===== config.mk =====
export PLATFORM = sky130hd
export DESIGN_NAME = lbs_ctrl
export DESIGN_NICKNAME = d
export VERILOG_FILES = /design/src/rtl/lbs_pkg.sv /design/src/rtl/lbs_ctrl.sv
export SDC_FILE = /design/constraint.sdc
export NUM_CORES = 1
export LEC_CHECK = 0
export ABC_AREA = 0
export BUFFER_PORTS_ARGS = -buffer_cell sky130_fd_sc_hd__clkbuf_2
export CORE_MARGIN = 10
export CORE_UTILIZATION = 37
export CTS_CLUSTER_SIZE = 8
export DETAILED_ROUTE_END_ITERATION = 10
export GPL_TIMING_DRIVEN = 0
export HOLD_SLACK_MARGIN = 0.1
export PLACE_DENSITY_LB_ADDON = 0.25
export SLEW_MARGIN = 20
export SYNTH_ARGS = -nofsm -noshare
export SYNTH_HDL_FRONTEND = slang
export SYNTH_SLANG_ARGS = --single-unit

===== constraint.sdc =====
create_clock -name clk -period 2.5 [get_ports clk]
set_clock_uncertainty 0.15 [all_clocks]
set_input_delay 0.5 -clock clk [delete_from_list [all_inputs] [get_ports clk]]
set_output_delay 0.5 -clock clk [all_outputs]
set_load 0.01 [all_outputs]

===== src/rtl/lbs_pkg.sv =====
// ----------------------------------------------------------------------------
// lbs_pkg
// Shared types, codes and saturation helpers for the skinning core.
// ----------------------------------------------------------------------------
package lbs_pkg;

	localparam int MAX_JOINTS_DEF = 256;
	localparam int ELEM_BITS = 4;

	localparam logic CMD_LOAD = 1'b0;
	localparam logic CMD_INFL = 1'b1;

	localparam logic REG_NORMALS = 1'b0;
	localparam logic REG_JOINTS = 1'b1;

	localparam logic [16:0] W_ONE = 17'd65536;

	typedef struct packed {
		logic cmd;
		logic signed [31:0] pos_x;
		logic signed [31:0] pos_y;
		logic signed [31:0] pos_z;
		logic signed [15:0] nrm_x;
		logic signed [15:0] nrm_y;
		logic signed [15:0] nrm_z;
		logic [7:0] joint;
		logic [16:0] weight;
		logic last_influence;
		logic [3:0] elem;
		logic signed [31:0] mat_value;
	} lbs_in_t;

	typedef struct packed {
		logic signed [31:0] out_x;
		logic signed [31:0] out_y;
		logic signed [31:0] out_z;
		logic signed [15:0] out_nx;
		logic signed [15:0] out_ny;
		logic signed [15:0] out_nz;
		logic bad_joint;
	} lbs_out_t;

	// controller to datapath
	typedef struct packed {
		logic take;
		logic err_set;
		logic [1:0] col;
		logic [1:0] row;
		logic sum_clr;
		logic sum_add;
		logic sum_trans;
		logic wmul;
		logic upd;
		logic norm_start;
		logic emit;
	} lbs_cmd_t;

	// datapath to controller
	typedef struct packed {
		logic w_zero;
		logic joint_ok;
		logic last;
		logic norm_done;
	} lbs_stat_t;

	function automatic logic signed [47:0] sat48(input logic signed [50:0] v);
		if (v[50:47] == {4{v[47]}})
			return v[47:0];
		return v[50] ? {1'b1, {47{1'b0}}} : {1'b0, {47{1'b1}}};
	endfunction

	function automatic logic signed [39:0] sat40(input logic signed [40:0] v);
		if (v[40] == v[39])
			return v[39:0];
		return v[40] ? {1'b1, {39{1'b0}}} : {1'b0, {39{1'b1}}};
	endfunction

	function automatic logic signed [31:0] sat32(input logic signed [47:0] v);
		if (v[47:31] == {17{v[31]}})
			return v[31:0];
		return v[47] ? {1'b1, {31{1'b0}}} : {1'b0, {31{1'b1}}};
	endfunction

endpackage


===== src/rtl/lbs_ctrl.sv =====
// ----------------------------------------------------------------------------
// lbs_ctrl
// Sequencer: item decode, three eight-step row passes per influence,
// renormalization handoff and result handshake.
// ----------------------------------------------------------------------------
module lbs_ctrl import lbs_pkg::*; (
	input logic clk,
	input logic arst_n,
	input logic item_valid,
	input logic item_cmd,
	output logic item_ready,
	output logic result_valid,
	input logic result_ready,
	input logic normals_en,
	input lbs_stat_t stat,
	output lbs_cmd_t cmd
);

	localparam logic [2:0] S_IDLE = 3'd0;
	localparam logic [2:0] S_DEC = 3'd1;
	localparam logic [2:0] S_MAC = 3'd2;
	localparam logic [2:0] S_FIN = 3'd3;
	localparam logic [2:0] S_NWAIT = 3'd4;
	localparam logic [2:0] S_EMIT = 3'd5;

	logic [2:0] state_q, state_d;
	logic [1:0] row_q, row_d;
	logic [2:0] step_q, step_d;
	logic out_valid_q;

	assign item_ready = (state_q == S_IDLE);
	assign result_valid = out_valid_q;

	always_comb begin
		cmd = '0;
		cmd.row = row_q;
		cmd.col = step_q[1:0];
		cmd.take = item_valid && item_ready;
		state_d = state_q;
		row_d = row_q;
		step_d = step_q;
		case (state_q)
			S_IDLE: begin
				if (cmd.take && item_cmd == CMD_INFL)
					state_d = S_DEC;
			end
			S_DEC: begin
				if (!stat.w_zero && stat.joint_ok) begin
					state_d = S_MAC;
					row_d = 2'd0;
					step_d = 3'd0;
				end else begin
					cmd.err_set = !stat.w_zero;
					state_d = stat.last ? S_FIN : S_IDLE;
				end
			end
			S_MAC: begin
				// reads on steps 0-3, sums on 2-5, weight on 6, accumulate on 7
				cmd.sum_clr = (step_q == 3'd0);
				cmd.sum_add = (step_q >= 3'd2) && (step_q <= 3'd4);
				cmd.sum_trans = (step_q == 3'd5);
				cmd.wmul = (step_q == 3'd6);
				cmd.upd = (step_q == 3'd7);
				step_d = step_q + 3'd1;
				if (step_q == 3'd7) begin
					if (row_q == 2'd2)
						state_d = stat.last ? S_FIN : S_IDLE;
					else
						row_d = row_q + 2'd1;
				end
			end
			S_FIN: begin
				if (normals_en) begin
					cmd.norm_start = 1'b1;
					state_d = S_NWAIT;
				end else begin
					state_d = S_EMIT;
				end
			end
			S_NWAIT: begin
				if (stat.norm_done)
					state_d = S_EMIT;
			end
			S_EMIT: begin
				if (!out_valid_q || result_ready) begin
					cmd.emit = 1'b1;
					state_d = S_IDLE;
				end
			end
			default: state_d = S_IDLE;
		endcase
	end

	always_ff @(posedge clk or negedge arst_n) begin
		if (!arst_n) begin
			state_q <= S_IDLE;
			row_q <= '0;
			step_q <= '0;
			out_valid_q <= 1'b0;
		end else begin
			state_q <= state_d;
			row_q <= row_d;
			step_q <= step_d;
			if (cmd.emit)
				out_valid_q <= 1'b1;
			else if (result_ready)
				out_valid_q <= 1'b0;
		end
	end

endmodule

==> results.tsv <==
metric	value	unit
mean post-synth cell area	9.11	um^2
number of global-route vias before repair	656	
cell-internal power	530	uW
# rows	15	
pwr dens	1040	mW/mm^2
# fillers	183	
Reg power frac	27.8	%
routed len/inst	13.3	um
post-placement cell area	871	um^2
RSZ-0062 raised after global routing	no	
H-tree depth	1	
Post-Syn Area	719	um^2
diode count	0	
fin nets	125	
CTS tree	yes	
LEAKAGE	0.000483	uW
Yosys warning count	0	
top cell type's share of synthesized area	31.3	%
CP endpoint kind	output port	
Startpoint Class	register	
Die Ht	64.1	um
Sw Ratio	43.8	%
CTS Sinks	9	
Remaining DRCs	0	
Total Die Area	0.00411	mm^2
Mapped Nets	95	
vias per cell	5.08	
Final Hold Viols	0	
ys async rst share	100	%
Net Switching	413	uW
post-synthesis cell type count	32	
relative slew slack	74.7	%
area leader, netlist	dfrtp_1	
Horiz. Die Dim	64.1	um
Slew Limit Fails	0	
layout cells sized above 1	37.0	%
core area	0.00178	mm^2
Finished Core Util	50.9	%
Layout Cells excl Fill	133	
num ports	25	
initial drt markers	10	
f_max	436	MHz
Gate power share	60.0	%
largest net degree at the start of global routing	11	
DP Cell Count	128	
first drt pass iteration count	4	
post_cts resized	0	
Worst-Margin Slew	0.379	ns
Post-Syn Instances	79	
post-synthesis sequential area ratio	31.3	%
DRT Wirelength	1.76	mm
hold slack	0.354	ns
ys flop type	dfrtp_1	
global-route usage over all layers	8.87	%
area grow syn2layout	26.3	%
Max IR drop VDD	0.000439	V
total congestion overflow	0	
CTS Buffer Depth	2	
Post-synth top cells	dfrtp_1 (9), nand2_1 (9), ha_1 (6), nor2_1 (6), o21ai_0 (6)	
Area contributors post-synth	dfrtp_1 (31%), ha_1 (10%), nand2_1 (4.7%)	
worst endpoint required time	1.85	ns
maxcap violations	0	
Final ANT Viol Nets	0	
initial antenna violation count	0	
CTS Buf Count	3	
DR vias	675	
initial core utilization	40.4	%
crit path DAT	1.65	ns
EDFF count, synth	0	
post-CTS setup buffers	0	
clk_lat worst skew	0.27	ns
Seq cells post-synth	9	
hold crit path type	in -> reg	
Setup violations, final	0	
CP Class	reg -> out	
GP Congestion	0.760	
Root Driver	clkbuf_4	
IO buf count	24	
hold buffer count at CTS	1	
design area	908	um^2
fin crit period	2.30	ns
Clock power frac	12.2	%
first-pass GRT wire length	2.97	mm
crit share post-route	91.8	%
Worst-path clk slew	0.07	ns
status	complete, no violations	
setup TNS	0	ns
crit-path max FO	10	
DP HPWL	1.42	mm
## worst paths after layout
kind	from	endpoint	slack, ns	cells past startpoint
worst max-delay path	state_q[0]	cmd[3]	0.20	5
min in group asynchronous	arst_n	row_q[0]	0.46	2
max in group asynchronous	arst_n	state_q[1]	1.55	2
worst max register to register	state_q[1]	state_q[0]	0.87	5
worst min register to register	row_q[0]	row_q[0]	0.36	1
worst min-delay path	result_ready	result_valid	0.35	3
## worst max-delay path, stage by stage, from the launching register on
cell,delay (ns)
dfrtp_1,0.39
clkbuf_8,0.16
nand2b_4,0.17
nor2_1,0.31
and3_1,0.21
clkbuf_2,0.14
## through the flow
step,setup WS [ns],total power (uW)
final,0.204,943
after global routing,0.0996,1040
after CTS,0.192,955
after detailed placement,0.479,834
after global placement,0.505,815
after floorplan,0.711,673
## cell usage in the layout (no fill, tap or decap), types with 2 or more instances in the layout
master    count
a21oi_1       2
a22o_1        2
and2_1        3
and2b_2       2
and3_1        2
and4bb_1      2
buf_4         2
buf_6         2
clkbuf_2     24
clkbuf_4      3
dfrtp_1       9
ha_1          6
inv_1         5
nand2_1       9
nand2b_1      2
nor2_1        6
nor2b_1       2
nor3_1        2
o21ai_0       6
## power by group through the flow
stage	registers, uW	clock network [uW]	logic [uW]
after global routing	273	130	638
final	262	115	566
after floorplan	253	0	420
after global placement	262	0	553
after CTS	262	119	575
after detailed placement	264	0	569
## routing by layer
layer	track usage, %	vias to the layer above	part of all wire [%]
met5	0	-	0
met3	4.88	4	6.9
met2	14.7	17	48
met4	3.48	0	1.5
met1	9.22	315	43
li1	-	339	-
## area by class of cell
cell class / instances / area, um^2 / area share [%]
clock inverters: 1 / 5.00 / 0.551
inverters: 5 / 18.8 / 2.07
flip-flops and latches: 9 / 225 / 24.8
clock buffers: 3 / 22.5 / 2.48
repair buffers: 25 / 130 / 14.3
multi-input cells: 60 / 424 / 46.7
plain buffers: 5 / 51.3 / 5.65
well taps: 25 / 31.3 / 3.44
## state kept, by name (all words and copies together), names as in the netlist
| signal | flops |
|---|---|
| state_q | 3 |
| step_q | 3 |
| row_q | 2 |
| result_valid | 1 |
## cell families after synthesis
group                    count (synthesis)  share of synthesized area [%]
AO/OA/AOI/OAI                           19                           19.0
buffers and inverters                   10                           9.74
AND/OR/NAND/NOR                         35                           29.6
adder cells (fa/ha/maj)                  6                           10.4
flip-flops                               9                           31.3
No activity file was read; power rests on OpenSTA's default activity.
